<file path="src/rtl/sce_pkg.sv">
`timescale 1ns / 1ps
// sce_pkg: constants, register map and item layouts of the scene change estimator
// no dependencies; imported by scene_change_estimator_core
package sce_pkg;

    // detector and averaging
    localparam int unsigned WARMUP_FRAMES = 8;
    localparam int unsigned AVG_SHIFT     = 5;
    localparam int unsigned FRAMES_W      = 4;
    localparam logic [FRAMES_W-1:0] WARMUP_CNT = FRAMES_W'(WARMUP_FRAMES);
    localparam logic [FRAMES_W-1:0] FRAMES_CAP = FRAMES_W'(WARMUP_FRAMES + 1);

    // frame size is clipped so that size*1000 fits 32 bits
    localparam int unsigned SIZE_W   = 23;
    localparam logic [31:0] SIZE_CAP = 32'(32'hFFFF_FFFF / 1000);

    // divider
    localparam int unsigned DIV_W     = 32;
    localparam int unsigned DIV_CNT_W = 5;

    // result scaling
    localparam logic [15:0] BUDGET_NO_TARGET = 16'd1000;
    localparam logic [15:0] BUDGET_MAX       = 16'hFFFF;
    localparam logic [31:0] BUDGET_SCALE     = 32'd1000;
    localparam logic [7:0]  CPLX_MAX         = 8'hFF;
    localparam logic [31:0] CPLX_SCALE       = 32'd255;
    localparam logic [31:0] CPLX_DIVISOR     = 32'd1000;
    // complexity: full from a share of 1000, below that share*255/1000 by a
    // reciprocal multiply, 255 * ceil(2^28 / 1000), exact for shares under 1000
    localparam logic [15:0] CPLX_FULL_SHARE  = 16'd1000;
    localparam logic [26:0] CPLX_RECIP       = 27'd68451180;
    localparam int unsigned CPLX_RECIP_SHIFT = 28;

    // register map
    localparam int unsigned ADDR_W    = 4;
    localparam int unsigned REG_IDX_W = 2;
    localparam logic [REG_IDX_W-1:0] REG_INTRA_THR = 2'd0;
    localparam logic [REG_IDX_W-1:0] REG_HOLDOFF   = 2'd1;
    localparam logic [REG_IDX_W-1:0] REG_TARGET    = 2'd2;
    localparam logic [15:0] THR_DEFAULT  = 16'd200;
    localparam logic [7:0]  HOLD_DEFAULT = 8'd2;

    // item kinds
    localparam logic CMD_UPDATE = 1'b0;
    localparam logic CMD_CLEAR  = 1'b1;

    // input item payload, frame_bytes in the lowest bits
    typedef struct packed {
        logic [15:0] intra_share;
        logic [31:0] frame_bytes;
    } in_payload_t;

    // result item payload, complexity in the lowest bits, zero padded to 32 bits
    typedef struct packed {
        logic [6:0]  pad;
        logic [15:0] budget_pm;
        logic        cut_flag;
        logic [7:0]  complexity;
    } out_payload_t;

endpackage

</file>
<file path="src/rtl/scene_change_estimator_core.sv">
`timescale 1ns / 1ps
// scene_change_estimator_core: per-frame size average, complexity, budget ratio
// and scene change detection; depends on sce_pkg
//
// One item per encoded frame goes in on the s_ stream (tuser = command, clear or
// update) and one result item comes out on the m_ stream for each. The block works
// on one item at a time and drops s_tready until the item's result is registered.
// A frame update runs a setup step that also maps the intra share to the complexity
// by a reciprocal multiply, 32 steps of the restoring divider for the budget ratio,
// a spike test step and an output step that loads the output register. With the
// target register at zero the divider is skipped. The first frame only seeds the
// average and then goes to the output step, and so does a clear command.
// A finished result waits in an output register, so the next item is taken while
// the previous result is still pending; that item then waits in its output step
// until the register is free. Configuration goes through the APB port at byte
// addresses 0, 4 and 8; writing zero to the threshold or the holdoff restores its
// default.
module scene_change_estimator_core (
    input  logic                        aclk,
    input  logic                        aresetn,
    // input items
    input  logic                        s_tvalid,
    output logic                        s_tready,
    input  sce_pkg::in_payload_t        s_tdata,   // [31:0] frame_bytes, [47:32] intra_share
    input  logic                        s_tuser,   // [0] cmd
    // result items
    output logic                        m_tvalid,
    input  logic                        m_tready,
    output sce_pkg::out_payload_t       m_tdata,   // [7:0] complexity, [8] cut_flag,
                                                   // [24:9] budget_pm, [31:25] zero
    // configuration
    input  logic                        psel,
    input  logic                        penable,
    input  logic                        pwrite,
    input  logic [sce_pkg::ADDR_W-1:0]  paddr,
    input  logic [31:0]                 pwdata,
    output logic [31:0]                 prdata,
    output logic                        pready
);
    import sce_pkg::*;

    // sequencer codes
    localparam logic [2:0] ST_IDLE  = 3'd0;
    localparam logic [2:0] ST_PREP  = 3'd1;
    localparam logic [2:0] ST_DIVB  = 3'd2;
    localparam logic [2:0] ST_SPIKE = 3'd4;
    localparam logic [2:0] ST_OUT   = 3'd5;

    logic [2:0]           state_reg, state_next;

    // item being worked on
    logic [SIZE_W-1:0]    size_reg, size_next;
    logic [15:0]          intra_reg, intra_next;

    // estimator state
    logic [FRAMES_W-1:0]  frames_seen_reg, frames_seen_next;
    logic [31:0]          avg_reg, avg_next;
    logic [7:0]           spike_run_reg, spike_run_next;
    logic                 change_fired_reg, change_fired_next;
    logic [7:0]           last_cplx_reg, last_cplx_next;
    logic                 last_change_reg, last_change_next;
    logic [15:0]          last_budget_reg, last_budget_next;

    // divider
    logic [DIV_W-1:0]     rem_reg, rem_next;
    logic [DIV_W-1:0]     quo_reg, quo_next;
    logic [DIV_W-1:0]     divisor_reg, divisor_next;
    logic [DIV_CNT_W-1:0] cnt_reg, cnt_next;

    // output register
    logic                 m_valid_reg, m_valid_next;
    out_payload_t         m_data_reg, m_data_next;

    // configuration registers
    logic [15:0]          thr_reg, thr_next;
    logic [7:0]           hold_reg, hold_next;
    logic [31:0]          target_reg, target_next;

    // divider datapath: one restoring step per cycle
    logic [DIV_W:0]       div_shift;
    logic [DIV_W:0]       div_diff;
    logic                 div_ge;
    logic [DIV_W-1:0]     div_rem_step;
    logic [DIV_W-1:0]     div_quo_step;
    logic                 div_last;

    // frame datapath
    logic [31:0]          size_q8;
    logic [31:0]          avg_up;
    logic [31:0]          avg_down;
    logic [23:0]          avg_int;
    logic [25:0]          avg_triple;
    logic                 spike;
    logic [7:0]           run_inc;
    logic                 out_free;
    logic [36:0]          cplx_prod;
    logic [7:0]           cplx_val;

    // configuration port
    logic                 cfg_wr;
    logic [REG_IDX_W-1:0] cfg_idx;

    assign div_shift    = {rem_reg, quo_reg[DIV_W-1]};
    assign div_diff     = div_shift - {1'b0, divisor_reg};
    assign div_ge       = !div_diff[DIV_W];
    assign div_rem_step = div_ge ? div_diff[DIV_W-1:0] : div_shift[DIV_W-1:0];
    assign div_quo_step = {quo_reg[DIV_W-2:0], div_ge};
    assign div_last     = (cnt_reg == '1);

    // size with an 8-bit fraction, and the average moved 1/32 of the way to it
    assign size_q8    = 32'({size_reg, 8'h00});
    assign avg_up     = avg_reg + ((size_q8 - avg_reg) >> AVG_SHIFT);
    assign avg_down   = avg_reg - ((avg_reg - size_q8) >> AVG_SHIFT);

    // size*100/avg >= 300 is the same test as size >= 3*avg
    assign avg_int    = avg_reg[31:8];
    assign avg_triple = 26'({avg_int, 1'b0}) + 26'(avg_int);
    assign spike      = (frames_seen_reg > WARMUP_CNT) &&
                        ((intra_reg >= thr_reg) ||
                         ((avg_int != '0) && (26'(size_reg) >= avg_triple)));
    assign run_inc    = (spike_run_reg == 8'hFF) ? spike_run_reg : spike_run_reg + 8'd1;

    // intra share mapped to 0..255, full from a share of 1000 upwards
    assign cplx_prod  = 37'(intra_reg[9:0]) * 37'(CPLX_RECIP);
    assign cplx_val   = (intra_reg >= CPLX_FULL_SHARE) ? CPLX_MAX
                                                       : cplx_prod[CPLX_RECIP_SHIFT +: 8];

    assign out_free   = !m_valid_reg || m_tready;

    assign s_tready   = (state_reg == ST_IDLE);
    assign m_tvalid   = m_valid_reg;
    assign m_tdata    = m_data_reg;

    // sequencer and datapath
    always_comb begin
        state_next        = state_reg;
        size_next         = size_reg;
        intra_next        = intra_reg;
        frames_seen_next  = frames_seen_reg;
        avg_next          = avg_reg;
        spike_run_next    = spike_run_reg;
        change_fired_next = change_fired_reg;
        last_cplx_next    = last_cplx_reg;
        last_change_next  = last_change_reg;
        last_budget_next  = last_budget_reg;
        rem_next          = rem_reg;
        quo_next          = quo_reg;
        divisor_next      = divisor_reg;
        cnt_next          = cnt_reg;
        m_valid_next      = m_valid_reg;
        m_data_next       = m_data_reg;

        // result taken downstream
        if (m_valid_reg && m_tready) begin
            m_valid_next = 1'b0;
        end

        unique case (state_reg)
            ST_IDLE: begin
                if (s_tvalid) begin
                    size_next  = (s_tdata.frame_bytes > SIZE_CAP) ? SIZE_CAP[SIZE_W-1:0]
                                                                  : s_tdata.frame_bytes[SIZE_W-1:0];
                    intra_next = s_tdata.intra_share;
                    if (s_tuser == CMD_CLEAR) begin
                        // clear the detector and the reported flag, keep the average and the other results
                        spike_run_next    = '0;
                        change_fired_next = 1'b0;
                        last_change_next  = 1'b0;
                        state_next        = ST_OUT;
                    end else begin
                        state_next = ST_PREP;
                    end
                end
            end
            ST_PREP: begin
                frames_seen_next = (frames_seen_reg == FRAMES_CAP) ? frames_seen_reg
                                                                  : frames_seen_reg + 1'b1;
                rem_next = '0;
                cnt_next = '0;
                if (frames_seen_reg == '0) begin
                    // first frame seeds the average
                    avg_next         = size_q8;
                    last_cplx_next   = '0;
                    last_change_next = 1'b0;
                    last_budget_next = BUDGET_NO_TARGET;
                    state_next       = ST_OUT;
                end else begin
                    avg_next       = (size_q8 > avg_reg) ? avg_up : avg_down;
                    last_cplx_next = cplx_val;
                    if (target_reg != '0) begin
                        quo_next     = 32'(size_reg) * BUDGET_SCALE;
                        divisor_next = target_reg;
                        state_next   = ST_DIVB;
                    end else begin
                        last_budget_next = BUDGET_NO_TARGET;
                        state_next       = ST_SPIKE;
                    end
                end
            end
            ST_DIVB: begin
                rem_next = div_rem_step;
                quo_next = div_quo_step;
                cnt_next = cnt_reg + 1'b1;
                if (div_last) begin
                    last_budget_next = (div_quo_step[31:16] != '0) ? BUDGET_MAX
                                                                   : div_quo_step[15:0];
                    state_next       = ST_SPIKE;
                end
            end
            ST_SPIKE: begin
                if (spike) begin
                    spike_run_next = run_inc;
                    if ((run_inc >= hold_reg) && !change_fired_reg) begin
                        last_change_next  = 1'b1;
                        change_fired_next = 1'b1;
                    end
                end else begin
                    spike_run_next    = '0;
                    change_fired_next = 1'b0;
                    last_change_next  = 1'b0;
                end
                state_next = ST_OUT;
            end
            ST_OUT: begin
                if (out_free) begin
                    m_valid_next           = 1'b1;
                    m_data_next.pad        = '0;
                    m_data_next.budget_pm  = last_budget_reg;
                    m_data_next.cut_flag   = last_change_reg;
                    m_data_next.complexity = last_cplx_reg;
                    state_next             = ST_IDLE;
                end
            end
            default: begin
                state_next = ST_IDLE;
            end
        endcase
    end

    // configuration writes and reads
    assign cfg_wr  = psel && penable && pwrite && pready;
    assign cfg_idx = paddr[ADDR_W-1:2];
    assign pready  = 1'b1;

    always_comb begin
        thr_next    = thr_reg;
        hold_next   = hold_reg;
        target_next = target_reg;
        if (cfg_wr) begin
            unique case (cfg_idx)
                REG_INTRA_THR: thr_next  = (pwdata[15:0] == '0) ? THR_DEFAULT : pwdata[15:0];
                REG_HOLDOFF:   hold_next = (pwdata[7:0] == '0) ? HOLD_DEFAULT : pwdata[7:0];
                REG_TARGET:    target_next = pwdata;
                default: ;
            endcase
        end
    end

    always_comb begin
        unique case (cfg_idx)
            REG_INTRA_THR: prdata = 32'(thr_reg);
            REG_HOLDOFF:   prdata = 32'(hold_reg);
            REG_TARGET:    prdata = target_reg;
            default:       prdata = '0;
        endcase
    end

    always_ff @(posedge aclk) begin
        if (!aresetn) begin
            state_reg        <= ST_IDLE;
            frames_seen_reg  <= '0;
            avg_reg          <= '0;
            spike_run_reg    <= '0;
            change_fired_reg <= 1'b0;
            last_cplx_reg    <= '0;
            last_change_reg  <= 1'b0;
            last_budget_reg  <= '0;
            m_valid_reg      <= 1'b0;
            thr_reg          <= THR_DEFAULT;
            hold_reg         <= HOLD_DEFAULT;
            target_reg       <= '0;
        end else begin
            state_reg        <= state_next;
            frames_seen_reg  <= frames_seen_next;
            avg_reg          <= avg_next;
            spike_run_reg    <= spike_run_next;
            change_fired_reg <= change_fired_next;
            last_cplx_reg    <= last_cplx_next;
            last_change_reg  <= last_change_next;
            last_budget_reg  <= last_budget_next;
            m_valid_reg      <= m_valid_next;
            thr_reg          <= thr_next;
            hold_reg         <= hold_next;
            target_reg       <= target_next;
        end
    end

    // payload registers
    always_ff @(posedge aclk) begin
        size_reg    <= size_next;
        intra_reg   <= intra_next;
        rem_reg     <= rem_next;
        quo_reg     <= quo_next;
        divisor_reg <= divisor_next;
        cnt_reg     <= cnt_next;
        m_data_reg  <= m_data_next;
    end

    // frame counter never runs past its cap
    a_frames_cap: assert property (@(posedge aclk) disable iff (!aresetn)
        frames_seen_reg <= FRAMES_CAP)
        else $error("frame counter past cap");

    // a fired change always belongs to a live spike run
    a_fired_run: assert property (@(posedge aclk) disable iff (!aresetn)
        change_fired_reg |-> (spike_run_reg != '0))
        else $error("change fired without spike run");

    // the reported flag is only up while the detector is latched
    a_change_fired: assert property (@(posedge aclk) disable iff (!aresetn)
        last_change_reg |-> change_fired_reg)
        else $error("scene change reported without fired detector");

    // an accepted item closes the input until its result is loaded
    a_busy_after_accept: assert property (@(posedge aclk) disable iff (!aresetn)
        (s_tvalid && s_tready) |=> !s_tready)
        else $error("input reopened in cycle after accept");

    // divider runs start with a cleared remainder and count
    a_div_start: assert property (@(posedge aclk) disable iff (!aresetn)
        ((state_reg == ST_PREP) && (frames_seen_reg != '0)) |=>
            ((rem_reg == '0) && (cnt_reg == '0)))
        else $error("divider not reset at start of run");

endmodule

</file>
<file path="config.mk">
export PLATFORM = sky130hd
export DESIGN_NAME = scene_change_estimator_core
export DESIGN_NICKNAME = d
export VERILOG_FILES = /design/src/rtl/sce_pkg.sv /design/src/rtl/scene_change_estimator_core.sv
export SDC_FILE = /design/constraint.sdc
export NUM_CORES = 1
export LEC_CHECK = 0
export BUFFER_PORTS_ARGS = -buffer_cell sky130_fd_sc_hd__buf_4
export CAP_MARGIN = 30
export CORE_MARGIN = 10
export CORE_UTILIZATION = 50
export CTS_BUF_LIST = sky130_fd_sc_hd__clkbuf_8
export DETAILED_ROUTE_END_ITERATION = 16
export PLACE_DENSITY_LB_ADDON = 0.25
export SYNTH_ARGS = -nofsm -noshare
export SYNTH_HDL_FRONTEND = slang
export SYNTH_SLANG_ARGS = --single-unit
</file>
<file path="constraint.sdc">
create_clock -name aclk -period 19.2 [get_ports aclk]
set_input_delay 3.84 -clock aclk [delete_from_list [all_inputs] [get_ports aclk]]
set_output_delay 3.84 -clock aclk [all_outputs]
set_load 0.05 [all_outputs]
</file>
Word-level counts from Yosys, hierarchy flattened
Index checks and enable logic that the tools add are counted.
{ "op_classes": {"add_sub_neg": 9, "multipliers": 2, "div_mod_pow": 0, "order_cmp": 7, "n_eq_ne": 18, "n_shift": 0, "mux": 40, "bitwise_logic": 2, "n_reduce_logical": 35} }
{ "ops": {"columns": ["cell", "count"], "rows": [
  ["32-bit two-way mux", 5],
  ["32-bit one-hot mux with 2 select lines", 2],
  ["32-bit one-hot mux with 3 select lines", 1],
  ["16-bit two-way mux", 5],
  ["8-bit two-way mux", 7],
  ["10-bit by 25-bit multiplier with 34-bit output (second input constant)", 1],
  ["33-bit by 32-bit subtractor with 33-bit output", 1],
  ["32-bit by 27-bit adder with 32-bit output", 1],
  ["31-bit by 32-bit > comparator with 1-bit output", 1],
  ["32-bit by 23-bit > comparator with 1-bit output (second input constant)", 1],
  ["16-bit one-hot mux with 2 select lines", 1],
  ["32-bit nonzero test", 1],
  ["31-bit by 32-bit subtractor with 32-bit output", 1],
  ["32-bit by 27-bit subtractor with 32-bit output", 1],
  ["32-bit by 31-bit subtractor with 32-bit output", 1],
  ["23-bit by 7-bit multiplier with 29-bit output (second input constant)", 1],
  ["25-bit by 24-bit adder with 26-bit output", 1],
  ["23-bit by 26-bit >= comparator with 1-bit output", 1],
  ["24-bit nonzero test", 1],
  ["3-bit two-way mux", 6],
  ["16-bit by 10-bit >= comparator with 1-bit output (second input constant)", 1],
  ["16-bit >= comparator", 1],
  ["16-bit logical NOT", 1],
  ["8-bit one-hot mux with 2 select lines", 1],
  ["other kinds (36)", 69]
]} }
{ "totals": {"ff_bits": 295, "latch_bits": 0, "ramBits": 0, "romBits": 0, "inputBits": 92, "wordCells": 134, "memories": 0} }

Logic depth before layout (Yosys ltp)
{ "depth": {"word_depth": 7, "mapped_depth": 27, "ltp_nobuf": 24} }

Worst setup path after synthesis
Ideal clock, no wire load.
{ "synth_path": {"path_type": "input port to output port", "from": "input paddr[2] in the netlist's numbering", "to": "output prdata[2]", "t_arrival_ns": 5.756, "path_slack_ns": 9.604, "path_stages": 4, "path_buffers": 2, "cell_sequence": "buf_1 > clkbuf_1 > mux2i_1 > o21ai_0"} }
{ "synth_via": {"elab_chain_len": 2, "word_cells_on_any_way": 4} }
{ "synth_lines": {"columns": ["item", "line_no", "source"], "rows": [
  ["start, declared", "scene_change_estimator_core.sv:35", "input logic [sce_pkg::ADDR_W-1:0] paddr,"],
  ["2-bit == test (tied with other cells)", "scene_change_estimator_core.sv:260", "unique case (cfg_idx)"],
  ["32-bit one-hot mux with 3 select lines *", "scene_change_estimator_core.sv:260", null],
  ["end, declared", "scene_change_estimator_core.sv:37", "output logic [31:0] prdata,"]
]} }
Every way passes the cells marked *; elsewhere a longest branch is shown, timed or not.

Worst setup path after layout
{ "layout_path": {"from": "input paddr[3] in the netlist's numbering", "to": "output prdata[0]"} }
Same word-level chain as after synthesis.

==> flow_summary_export.csv <==
group,metric,value,unit
pwr,pwr_density_cell,157,nW/um2
global_routing,antenna_found_initial,0,
timing,slew_headroom,0.213,
critical_path,crit_path_end_kind,"primary output",
critical_path,r2r-start,"size_reg[5]",
routing,vias_per_cell,5.90,
hold_path,hp-start,"last_cplx_reg[6]",
global_routing,grt-ovfl-total,0,
timing,max_freq,112,MHz
routing,routedWlPerCell,19.1,um
timing,setup_ws,10.28,ns
place,placed_area,29400,um2
clock_network,cts-buffers-inserted,52,
floorplanning,dieArea,65100,um2
clock_network,cts_setup_buffers,0,
timing,report.final.slew_viol_count,0,
routing,wl,74900,um
critical_path,crit_start,"paddr[3]",
yosys,yosys.area.top_type_share,0.179,
critical_path,required,15.36,ns
routing,dr.pass1.iters,5,
timing,setup_violations,0,
yosys,syn_avg_cell_area,9.04,um2
yosys,synth_most_common_cell,"ha_1",
yosys,synth_top_cell_by_area,"edfxtp_1",
clock_network,path_clk_slew,0.06,ns
clock_network,ctsLongestPathBuffers,3,
pwr,max-vdd-ir-drop,0.142,mV
global_routing,grt_max_degree,74,
yosys,ys_async_sr_fraction,0,
routing,drt-initial-drc-count,1696,
place,gp_congestion,0.930,
floorplanning,die_h,255,um
yosys,synth_cell_types,82,
clock_network,cts_tree,"built",
clock_network,clock_latency,0.65,ns
timing,tightest_slew,1.15,ns
clock_network,clockRootBuffer,"clkbuf_8",
place,dp_slack,10.33,ns
job,cap_viol_max_count,0,
status,status,"complete, no violations",
finish,drive_above_1_share,0.0933,
timing,hold_viol_final,0,
floorplanning,fp-row-count,86,
routing,ant_nets,0,
yosys,yosys-top-cells-area,"edfxtp_1 18%, ha_1 16%, fa_1 10%",
floorplanning,ios,159,
clock_network,ctsResizeCount,0,
yosys,synth_edf_count,165,
place,dp.final_hpwl,59100,um
critical_path,worstSetupPathType,"primary input to primary output",
routing,vias,23200,
routing,route.detailed.drc,0,
hold_path,hold_depth,0,
pwr,power_leakage,13.4,nW
yosys,yosysWarnings,0,
floorplanning,die_width,255,um
hold_path,min_to,"m_tdata[6]",
clock_network,ctsHoldBuffers,0,
yosys,synthTopCellsByCount,"349 x ha_1, 278 x inv_1, 265 x a21oi_1",
yosys,ys_seq_area_frac,0.273,
finish,instances_no_fill,3930,
global_routing,grt_pass1_vias,22800,
global_routing,grt_pass1_wl,120000,um
timing,tns,0,ns
floorplanning,initial_utilization,0.504,
timing,min_period,8.92,ns
finish,nNetsFinal,3769,
clock_network,clkSinkCount,295,
global_routing,track_usage,0.228,
yosys,ys.flop_type,"edfxtp_1",
timing,layout_worst_path_cycle_share,0.464,
critical_path,regToRegSetupSlack,11.34,ns
clock_network,htreeDepth,2,
hold_path,hp-class,"flop to flop",
yosys,ys_ff_latch,295,
place,place_inst,3833,
finish,areaGrowthSynthToFinish,10.4,%
critical_path,critPathLaunchType,"primary input",
floorplanning,fp.coreArea,54900,um2
finish,antenna_cells,0,
yosys,syn_inst,3060,
finish,final_area,30500,um2
place,portBuffers,148,
critical_path,worstPathArrival,5.08,ns
timing,clock_skew,0.0340,ns
yosys,synth_area,27600,um2
critical_path,rr_endpoint,"avg_reg[24]",
timing,rsz0062_at_grt,"no",
critical_path,ff2ff_path_depth,23,
critical_path,cp_max_fo,25,
==> cell type report <==
cell class / instances / area [um2]
clock inverters: 36 / 239
inverters: 278 / 1040
fillers: 4941 / 24400
flip-flops and latches: 295 / 7560
clock buffers: 60 / 826
multi-input cells: 2378 / 18600
repair buffers: 179 / 1350
well taps: 704 / 881
==> worst max path at each step <==
stage	to	slack [ns]	cells past startpoint
final	prdata[0]	10.28	6
after global routing	prdata[0]	10.23	6
after CTS	prdata[0]	10.33	6
after detailed placement	prdata[0]	10.33	6
after global placement	prdata[0]	10.36	6
after floorplan	prdata[2]	9.60	4
==> kinds of logic after synthesis <==
kind of cell | share of synthesized area
compound gates | 0.190
flops | 0.273
other cells | 0.000272
buf+inv | 0.0550
mux | 0.0196
fa+ha+maj | 0.262
xor+xnor | 0.0482
simple gates | 0.151
==> power by group <==
group	internal, mW	switching [mW]
clock	0.326	0.281
combinational	1.41	1.86
sequential	0.822	0.0951
total	2.56	2.24
==> per-stage QoR <==
step | utilization | power, mW | hold WS [ns]
after floorplan | - | 3.45 | 0.408
after global placement | 0.536 | 4.07 | 0.413
after detailed placement | 0.537 | 4.17 | 0.417
after CTS | 0.556 | 4.81 | 0.407
after global routing | 0.556 | 5.30 | 0.443
final | 0.556 | 4.80 | 0.424
==> routing by layer <==
layer	global-route usage	wire length [um]
met1	0.304	33600
met2	0.379	35000
met3	0.0344	4370
met4	0.0651	2020
met5	0	0
==> cells in the final DEF, fill, tap and decap left out, drive strengths merged, types with 19 or more instances in the layout <==
master and count:
mux2i 52, ha 349, a21oi 266, nand3 45
nand4 39, edfxtp 165, and2 51, dfxtp 130
nand2 244, a211oi 42, fa 144, xnor2 98
xor2 54, clkbuf 60, o211ai 23, o31ai 20
a21o 109, nand2b 38, inv 298, nor2 206
or3 24, a31oi 28, and3 33, buf 179
o21bai 19, nor3 58, o21ai 148, o21a 29
nor4 35, nor2b 24
==> critical path, stage by stage <==
cell and delay (ns):
buf_4 0.24, nor2b_1 0.16, buf_4 0.28, nand2_1 0.09, o21ai_0 0.17, buf_4 0.28
Power figures use the tool's default switching activity.
